[src/rtl/ffsa_pkg.sv]
`timescale 1ns / 1ps
package ffsa_pkg;

  localparam int MEMORY_BYTES = 65536;
  localparam int MAX_SEGMENTS = 32;

  localparam int IW = (MAX_SEGMENTS > 1) ? $clog2(MAX_SEGMENTS) : 1;
  localparam int CW = $clog2(MAX_SEGMENTS + 1);

  localparam logic [15:0] MEM_LAST = 16'(MEMORY_BYTES - 1);
  localparam logic [CW-1:0] SEG_MAX = CW'(MAX_SEGMENTS);

  localparam logic [2:0] ST_OK    = 3'd0;
  localparam logic [2:0] ST_NOFIT = 3'd1;
  localparam logic [2:0] ST_FULL  = 3'd2;
  localparam logic [2:0] ST_NOID  = 3'd3;
  localparam logic [2:0] ST_ZERO  = 3'd4;

  localparam logic REQ_ALLOC = 1'b0;
  localparam logic REQ_FREE  = 1'b1;

  typedef struct packed {
    logic [15:0] owner;
    logic        used;
    logic [15:0] last;
    logic [15:0] first;
  } seg_t;

  localparam int SEG_W = $bits(seg_t);

  typedef struct packed {
    logic        req_type;
    logic [16:0] operand;
    logic [15:0] req_ref;
  } req_t;

  typedef struct packed {
    logic [2:0]  status;
    logic [15:0] block_start;
  } res_t;

endpackage

[src/rtl/ffsa_ram.sv]
`timescale 1ns / 1ps
module ffsa_ram #(
  parameter int WIDTH = 8,
  parameter int DEPTH = 32
) (
  input  logic                     clk,
  input  logic                     we,
  input  logic [$clog2(DEPTH)-1:0] waddr,
  input  logic [WIDTH-1:0]         wdata,
  input  logic [$clog2(DEPTH)-1:0] raddr,
  output logic [WIDTH-1:0]         rdata
);

  logic [WIDTH-1:0] mem [DEPTH];

  // write port and registered read port
  always_ff @(posedge clk) begin
    if (we) begin
      mem[waddr] <= wdata;
    end
    rdata <= mem[raddr];
  end

endmodule

[src/rtl/ffsa_ctrl.sv]
`timescale 1ns / 1ps
module ffsa_ctrl (
  input  logic                        clk,
  input  logic                        rst_n,
  input  logic                        start,
  input  ffsa_pkg::req_t              req,
  input  logic                        ack,
  output logic                        idle,
  output logic                        done,
  output ffsa_pkg::res_t              res,
  output logic                        mem_we,
  output logic [ffsa_pkg::IW-1:0]     mem_waddr,
  output ffsa_pkg::seg_t              mem_wdata,
  output logic [ffsa_pkg::IW-1:0]     mem_raddr,
  input  ffsa_pkg::seg_t              mem_rdata
);

  localparam logic [3:0] S_INIT = 4'd0;
  localparam logic [3:0] S_IDLE = 4'd1;
  localparam logic [3:0] S_RD   = 4'd2;
  localparam logic [3:0] S_CHK  = 4'd3;
  localparam logic [3:0] S_FRD  = 4'd4;
  localparam logic [3:0] S_FMRG = 4'd5;
  localparam logic [3:0] S_CPRD = 4'd6;
  localparam logic [3:0] S_CPWR = 4'd7;
  localparam logic [3:0] S_AL1  = 4'd8;
  localparam logic [3:0] S_AL2  = 4'd9;
  localparam logic [3:0] S_DONE = 4'd10;

  localparam int CW = ffsa_pkg::CW;
  localparam int IW = ffsa_pkg::IW;

  logic [3:0]           state_r, state_nxt;
  logic [CW-1:0]        count_r, count_nxt;
  logic [CW-1:0]        idx_r, idx_nxt;
  logic [CW-1:0]        src_r, src_nxt;
  logic [CW-1:0]        dst_r, dst_nxt;
  logic [1:0]           n_r, n_nxt;
  logic                 up_r, up_nxt;
  ffsa_pkg::seg_t       e_r, e_nxt;
  ffsa_pkg::seg_t       prev_r, prev_nxt;
  ffsa_pkg::req_t       req_r, req_nxt;
  ffsa_pkg::res_t       res_r, res_nxt;

  ffsa_pkg::seg_t       cur;
  logic [16:0]          hole;
  logic                 fit;
  logic                 match;
  logic                 has_next;
  logic                 mrg_prev;
  logic                 mrg_next;
  logic [CW-1:0]        wpos;
  ffsa_pkg::seg_t       merged;

  assign cur      = mem_rdata;
  assign hole     = {1'b0, cur.last} - {1'b0, cur.first} + 17'd1;
  assign fit      = !cur.used && (req_r.operand <= hole);
  assign match    = cur.used && ({1'b0, cur.owner} == req_r.operand);
  assign has_next = (idx_r + CW'(1)) < count_r;
  assign mrg_prev = (idx_r != '0) && !prev_r.used;
  assign mrg_next = has_next && !cur.used;
  assign wpos     = mrg_prev ? (idx_r - CW'(1)) : idx_r;

  // build the merged free segment around the released one
  always_comb begin
    merged       = e_r;
    merged.used  = 1'b0;
    merged.owner = 16'd0;
    if (mrg_prev) begin
      merged.first = prev_r.first;
    end
    if (mrg_next) begin
      merged.last = cur.last;
    end
  end

  assign idle = (state_r == S_IDLE);
  assign done = (state_r == S_DONE);
  assign res  = res_r;

  // sequencer: scan, shift and patch the segment table
  always_comb begin
    state_nxt = state_r;
    count_nxt = count_r;
    idx_nxt   = idx_r;
    src_nxt   = src_r;
    dst_nxt   = dst_r;
    n_nxt     = n_r;
    up_nxt    = up_r;
    e_nxt     = e_r;
    prev_nxt  = prev_r;
    req_nxt   = req_r;
    res_nxt   = res_r;
    mem_we    = 1'b0;
    mem_waddr = idx_r[IW-1:0];
    mem_wdata = cur;
    mem_raddr = idx_r[IW-1:0];
    case (state_r)
      S_INIT: begin
        mem_we          = 1'b1;
        mem_waddr       = '0;
        mem_wdata.first = 16'd0;
        mem_wdata.last  = ffsa_pkg::MEM_LAST;
        mem_wdata.used  = 1'b0;
        mem_wdata.owner = 16'd0;
        state_nxt       = S_IDLE;
      end
      S_IDLE: begin
        if (start) begin
          req_nxt = req;
          idx_nxt = '0;
          res_nxt = '0;
          if (req.req_type == ffsa_pkg::REQ_ALLOC && req.operand == 17'd0) begin
            res_nxt.status = ffsa_pkg::ST_ZERO;
            state_nxt      = S_DONE;
          end else begin
            state_nxt = S_RD;
          end
        end
      end
      S_RD: begin
        state_nxt = S_CHK;
      end
      S_CHK: begin
        if (req_r.req_type == ffsa_pkg::REQ_ALLOC) begin
          if (fit) begin
            if (req_r.operand == hole) begin
              mem_we              = 1'b1;
              mem_wdata.used      = 1'b1;
              mem_wdata.owner     = req_r.req_ref;
              res_nxt.status      = ffsa_pkg::ST_OK;
              res_nxt.block_start = cur.first;
              state_nxt           = S_DONE;
            end else if (count_r >= ffsa_pkg::SEG_MAX) begin
              res_nxt.status = ffsa_pkg::ST_FULL;
              state_nxt      = S_DONE;
            end else begin
              // open a gap at this entry, copying from the top down
              e_nxt     = cur;
              up_nxt    = 1'b1;
              dst_nxt   = count_r;
              src_nxt   = count_r - CW'(1);
              state_nxt = S_CPRD;
            end
          end else if (has_next) begin
            idx_nxt   = idx_r + CW'(1);
            state_nxt = S_RD;
          end else begin
            res_nxt.status = ffsa_pkg::ST_NOFIT;
            state_nxt      = S_DONE;
          end
        end else begin
          if (match) begin
            e_nxt     = cur;
            state_nxt = S_FRD;
          end else if (has_next) begin
            prev_nxt  = cur;
            idx_nxt   = idx_r + CW'(1);
            state_nxt = S_RD;
          end else begin
            res_nxt.status = ffsa_pkg::ST_NOID;
            state_nxt      = S_DONE;
          end
        end
      end
      S_FRD: begin
        // fetch the right neighbor
        mem_raddr = IW'(idx_r + CW'(1));
        state_nxt = S_FMRG;
      end
      S_FMRG: begin
        mem_we         = 1'b1;
        mem_waddr      = wpos[IW-1:0];
        mem_wdata      = merged;
        res_nxt.status = ffsa_pkg::ST_OK;
        n_nxt          = {1'b0, mrg_prev} + {1'b0, mrg_next};
        up_nxt         = 1'b0;
        dst_nxt        = wpos + CW'(1);
        src_nxt        = wpos + CW'(1) + CW'({1'b0, mrg_prev} + {1'b0, mrg_next});
        if ((wpos + CW'(1) + CW'({1'b0, mrg_prev} + {1'b0, mrg_next})) < count_r) begin
          state_nxt = S_CPRD;
        end else begin
          count_nxt = count_r - CW'({1'b0, mrg_prev} + {1'b0, mrg_next});
          state_nxt = S_DONE;
        end
      end
      S_CPRD: begin
        mem_raddr = src_r[IW-1:0];
        state_nxt = S_CPWR;
      end
      S_CPWR: begin
        mem_we    = 1'b1;
        mem_waddr = dst_r[IW-1:0];
        mem_wdata = cur;
        if (up_r) begin
          if (dst_r == idx_r + CW'(1)) begin
            count_nxt = count_r + CW'(1);
            state_nxt = S_AL1;
          end else begin
            dst_nxt   = dst_r - CW'(1);
            src_nxt   = src_r - CW'(1);
            state_nxt = S_CPRD;
          end
        end else begin
          if ((src_r + CW'(1)) < count_r) begin
            dst_nxt   = dst_r + CW'(1);
            src_nxt   = src_r + CW'(1);
            state_nxt = S_CPRD;
          end else begin
            count_nxt = count_r - CW'(n_r);
            state_nxt = S_DONE;
          end
        end
      end
      S_AL1: begin
        // carve the block from the low end
        mem_we              = 1'b1;
        mem_waddr           = idx_r[IW-1:0];
        mem_wdata.first     = e_r.first;
        mem_wdata.last      = e_r.first + req_r.operand[15:0] - 16'd1;
        mem_wdata.used      = 1'b1;
        mem_wdata.owner     = req_r.req_ref;
        res_nxt.status      = ffsa_pkg::ST_OK;
        res_nxt.block_start = e_r.first;
        state_nxt           = S_AL2;
      end
      S_AL2: begin
        mem_we          = 1'b1;
        mem_waddr       = IW'(idx_r + CW'(1));
        mem_wdata.first = e_r.first + req_r.operand[15:0];
        mem_wdata.last  = e_r.last;
        mem_wdata.used  = 1'b0;
        mem_wdata.owner = e_r.owner;
        state_nxt       = S_DONE;
      end
      S_DONE: begin
        if (ack) begin
          state_nxt = S_IDLE;
        end
      end
      default: begin
        state_nxt = S_IDLE;
      end
    endcase
  end

  // control state
  always_ff @(posedge clk) begin
    if (!rst_n) begin
      state_r <= S_INIT;
      count_r <= CW'(1);
    end else begin
      state_r <= state_nxt;
      count_r <= count_nxt;
    end
  end

  // working registers
  always_ff @(posedge clk) begin
    idx_r  <= idx_nxt;
    src_r  <= src_nxt;
    dst_r  <= dst_nxt;
    n_r    <= n_nxt;
    up_r   <= up_nxt;
    e_r    <= e_nxt;
    prev_r <= prev_nxt;
    req_r  <= req_nxt;
    res_r  <= res_nxt;
  end

endmodule

[src/rtl/first_fit_segment_allocator_unit.sv]
`timescale 1ns / 1ps
// First-fit segment allocator. Each input word is one request (tuser = 0
// allocate, 1 free by owner id) and yields exactly one output word with a
// status and, for a successful allocate, the block start. The segment table
// lives in a single-port-read, single-port-write RAM; a request scans it
// entry by entry, and a split or merge shifts the table one moved entry at
// a time, reading and then writing it, so a new word is taken only once the
// controller is idle again. After reset the controller writes the initial
// free segment before the first word is taken. A result sits in an output
// register, so the next request starts while it waits.
module first_fit_segment_allocator_unit (
  input  logic        clk,
  input  logic        rst_n,
  input  logic        in_tvalid,
  output logic        in_tready,
  input  logic [39:0] in_tdata,   // [16:0] operand, [32:17] req_ref, rest zero
  input  logic [0:0]  in_tuser,   // [0] req_type
  output logic        out_tvalid,
  input  logic        out_tready,
  output logic [23:0] out_tdata   // [2:0] status, [18:3] block_start, rest zero
);

  logic                        ctrl_idle;
  logic                        ctrl_done;
  logic                        ack;
  ffsa_pkg::req_t              req;
  ffsa_pkg::res_t              res;
  logic                        mem_we;
  logic [ffsa_pkg::IW-1:0]     mem_waddr;
  ffsa_pkg::seg_t              mem_wdata;
  logic [ffsa_pkg::IW-1:0]     mem_raddr;
  ffsa_pkg::seg_t              mem_rdata;
  logic                        out_valid_r, out_valid_nxt;
  ffsa_pkg::res_t              out_res_r;

  // unpack the request word
  assign req       = {in_tuser[0], in_tdata[16:0], in_tdata[32:17]};
  assign in_tready = ctrl_idle;

  // hand a finished result to the output register when it is free
  assign ack           = ctrl_done && (!out_valid_r || out_tready);
  assign out_valid_nxt = ack || (out_valid_r && !out_tready);

  always_ff @(posedge clk) begin
    if (!rst_n) begin
      out_valid_r <= 1'b0;
    end else begin
      out_valid_r <= out_valid_nxt;
    end
  end

  always_ff @(posedge clk) begin
    if (ack) begin
      out_res_r <= res;
    end
  end

  assign out_tvalid = out_valid_r;
  assign out_tdata  = {5'd0, out_res_r.block_start, out_res_r.status};

  ffsa_ctrl u_ctrl (
    .clk       (clk),
    .rst_n     (rst_n),
    .start     (in_tvalid && ctrl_idle),
    .req       (req),
    .ack       (ack),
    .idle      (ctrl_idle),
    .done      (ctrl_done),
    .res       (res),
    .mem_we    (mem_we),
    .mem_waddr (mem_waddr),
    .mem_wdata (mem_wdata),
    .mem_raddr (mem_raddr),
    .mem_rdata (mem_rdata)
  );

  ffsa_ram #(
    .WIDTH (ffsa_pkg::SEG_W),
    .DEPTH (ffsa_pkg::MAX_SEGMENTS)
  ) u_ram (
    .clk   (clk),
    .we    (mem_we),
    .waddr (mem_waddr),
    .wdata (mem_wdata),
    .raddr (mem_raddr),
    .rdata (mem_rdata)
  );

endmodule

[config.mk]
export PLATFORM = sky130hd
export DESIGN_NAME = first_fit_segment_allocator_unit
export DESIGN_NICKNAME = d
export VERILOG_FILES = /design/src/rtl/ffsa_pkg.sv /design/src/rtl/ffsa_ram.sv /design/src/rtl/ffsa_ctrl.sv /design/src/rtl/first_fit_segment_allocator_unit.sv
export SDC_FILE = /design/constraint.sdc
export NUM_CORES = 2
export LEC_CHECK = 0
export BUFFER_PORTS_ARGS = -buffer_cell sky130_fd_sc_hd__clkbuf_2
export CORE_MARGIN = 10
export CORE_UTILIZATION = 40
export CTS_BUF_LIST = sky130_fd_sc_hd__clkbuf_8 sky130_fd_sc_hd__clkbuf_16
export CTS_CLUSTER_DIAMETER = 150
export DETAILED_ROUTE_END_ITERATION = 6
export GPL_ROUTABILITY_DRIVEN = 0
export SYNTH_ARGS = -nofsm -noshare
export SYNTH_HDL_FRONTEND = slang
export SYNTH_HIERARCHICAL = 1
export SYNTH_SLANG_ARGS = --single-unit
[constraint.sdc]
create_clock -name clk -period 12.1 [get_ports clk]
set_input_delay 0.605 -clock clk [delete_from_list [all_inputs] [get_ports clk]]
set_output_delay 0.605 -clock clk [all_outputs]
set_load 0.05 [all_outputs]
==> impl_metrics.tcl <==
set metrics [dict create \
    status "completed" \
    avgViaCountPerCell 5.66 \
    area_growth_pct 12.6 \
    dr.pass1.iters 6 \
    ys_ff_latch 1786 \
    p_sw_frac 0.235 \
    criticalPathCategory "flop to flop" \
    vias 41500 \
    tightest_slew_ns 1.35 \
    initial_utilization 0.402 \
    min_period_over_period 0.631 \
    hpwl_um 105000 \
    cts.repair.resized 0 \
    cts.sinks 1786 \
    postCtsSetupBuffers 0 \
    fin_tns_setup_ns 0 \
    max_slew_margin 0.0984 \
    hp-class "input port to flop" \
    fillers 15900 \
    gr-total-overflow 0 \
    grt_max_degree 127 \
    fp.dieW_um 449 \
    place_inst 6973 \
    first_iter_violations 4504 \
    synthFlopType "edfxtp_1" \
    finalHoldViolCount 0 \
    seqPwrFrac 0.524 \
    cts-root-buf "clkbuf_16" \
    clock_tree.htree_level_count 4 \
    async_reset_ff_frac 0 \
    yosysUniqueCellTypes 84 \
    die_h_um 449 \
    leakage_nw 29.0 \
    clock_power_share 0.392 \
    drv_slew 0 \
    ys_seq_area_frac 0.720 \
    final_cell_count_no_fill 7333 \
    cts.clk_slew.worst_paths_ns 0.06 \
    num-nets-final 4875 \
    drive_gt1_frac 0.101 \
    antenna_found_initial 13 \
    clk_path_buf_depth 3 \
    cts_buffers 178 \
    port_buffers 58 \
    placed_area_um2 76900 \
    crit_path_end_kind "flop" \
    dieArea_um2 202000 \
    row_count 157 \
    rsz0062_at_grt "no" \
    detail_route.wl_per_cell_um 26.5 \
    synth_common_cells "1726 x edfxtp_1, 795 x mux2i_1, 237 x a21oi_1" \
    fmax_ghz 0.131 \
    cts_tree "done" \
    grt_pass1_wl_um 280000 \
    synth_area_leaders "edfxtp_1 70%, mux2i_1 11%, ha_1 1.7%, dfxtp_1 1.6%, a21oi_1 1.6%" \
    synth.most_common_cell "edfxtp_1" \
    grt_pass1_vias 40000 \
    core-area_um2 183000 \
    syn_inst 4606 \
    internal-power_w 0.0104 \
    combPwrFrac 0.084 \
    whs_ns 0.119 \
    p_sw_w 0.00319 \
    ant_nets 0 \
    totalPowerFinal_w 0.0136 \
    yosysTopAreaCell "edfxtp_1" \
    powerDensity_nw_per_um2 164 \
    clk_latency_ns 0.84 \
    track_usage 0.186 \
    ios 71 \
    synth_area_per_cell_um2 16.0 \
    drc_errors 0 \
    yosys.area.top_type_share 0.704 \
    setup_viol 0 \
    cp.required_ns 12.52 \
    synth_edf_count 1726 \
    skew_ns 0.0584 \
    worst-path-max-fanout 33 \
    max_cap_violations 0 \
    cp_data_arrival_time_ns 8.05 \
    stdcell_area_um2 82900 \
    synth_warnings 6 \
    cts_hold_buf 35 \
    netlist_area_um2 73600 \
    totalWireLength_um 194000 \
    fin_crit_ns 7.64 \
    critPathLaunchType "flop" \
    ir_drop_mv 0.155 \
]
[path summary, 6_finish.rpt]
path / startpoint / to / slack, ns / cells past startpoint
worst max-delay path: u_ram/rdata[17]$_DFF_P_ / u_ram/mem[21][3]$_DFFE_PP_ / 4.46 / 23
worst min-delay path: out_tready / out_tvalid$_SDFF_PN0_ / 0.12 / 3
worst max register to register: u_ram/rdata[17]$_DFF_P_ / u_ram/mem[21][3]$_DFFE_PP_ / 4.46 / 23
worst min register to register: u_ctrl/res[11]$_DFFE_PP_ / out_tdata[14]$_DFFE_PP_ / 0.42 / 0
[sequential cells by signal (all words and copies together), names as in the netlist]
name and flops:
u_ram/mem 1568, u_ram/rdata 49, u_ctrl/req_r 34, u_ctrl/idx_r 6
u_ctrl/state_r 4, u_ctrl/res 19, u_ctrl/count_r 6, u_ctrl/up_r 1
u_ctrl/src_r 6, out_tdata 19, u_ctrl/prev_r 17, out_tvalid 1
u_ctrl/e_r 48, u_ctrl/n_r 2, u_ctrl/dst_r 6
[power by group through the flow]
stage	combinational, W	clock (W)	sequential, W
global placement	0.00111	0	0.00724
CTS	0.00113	0.00541	0.00711
floorplan	0.000738	0	0.00721
global route	0.00124	0.00565	0.00712
finish	0.00114	0.00531	0.00711
detailed placement	0.00112	0	0.00724
[critical path, cell delays in order, from the launching register on]
cell and delay, ns:
dfxtp_1 0.36, inv_1 0.08, ha_1 0.27, inv_1 0.04
ha_1 0.20, inv_1 0.07, fa_1 0.20, nor2b_1 0.05
o21ai_0 0.23, a21oi_1 0.13, o21a_1 0.19, o22a_1 0.22
a311oi_1 0.42, nor2_1 0.14, a311oi_1 0.35, ha_1 0.19
nand4_1 0.14, nor4_1 0.38, and2_1 0.43, a31oi_2 0.17
nand2_1 0.20, nand3b_1 0.67, nor2_4 1.14, buf_4 0.88
[logic make-up after synthesis]
kind of cell / synth area share
xor gates and xnor gates: 0.0111
other: 0.0000509
buffers and inverters: 0.0226
and+or+nand+nor: 0.0464
adders and majority gates: 0.0185
muxes: 0.108
AOI/OAI and AO/OA: 0.0730
DFF: 0.720
[area by class of cell]
class	instances	area [µm²]	share of cell area
Sequential cell	1786	53000	0.640
Multi-Input combinational cell	2501	19400	0.234
Clock buffer	185	4570	0.0552
Tap cell	2464	3080	0.0372
Timing Repair Buffer	185	1460	0.0176
Clock inverter	138	1060	0.0128
Inverter	72	270	0.00326
Antenna cell	2	5.00	0.0000604
[per-stage QoR]
| stage | worst slack [ns] | utilization |
|---|---|---|
| 3_3_place_gp | 4.58 | 0.420 |
| 3_5_place_dp | 4.58 | 0.420 |
| 5_1_grt | 3.93 | 0.453 |
| 4_1_cts | 4.53 | 0.453 |
| 2_1_floorplan | 4.94 | - |
| 6_report | 4.46 | 0.453 |
[cells in the final DEF (no fill, tap or decap), drive strengths merged, types with 14 or more instances in the layout]
cell type    instances
dfxtp               60
clkinv              68
inv                129
nand3              176
a31oi               63
xnor2               52
clkbuf             243
a22oi              154
o21a                15
a21o                26
buf                 92
ha                 101
nor2               122
edfxtp            1726
nand2              224
nand4               14
dlygate4sd3         35
a222oi              22
nor3                77
a21oi              239
mux2i              795
a22o               100
nor2b               15
xor2                36
o21ai               70
[routing by layer]
metal / GRT usage / share of wire / wire length, µm
met1: 0.260 / 0.44 / 84600
met2: 0.298 / 0.47 / 91400
met3: 0.0329 / 0.070 / 13600
met4: 0.0495 / 0.024 / 4690
met5: 0 / 0.00021 / 41
No activity file was read; power rests on OpenSTA's default activity.
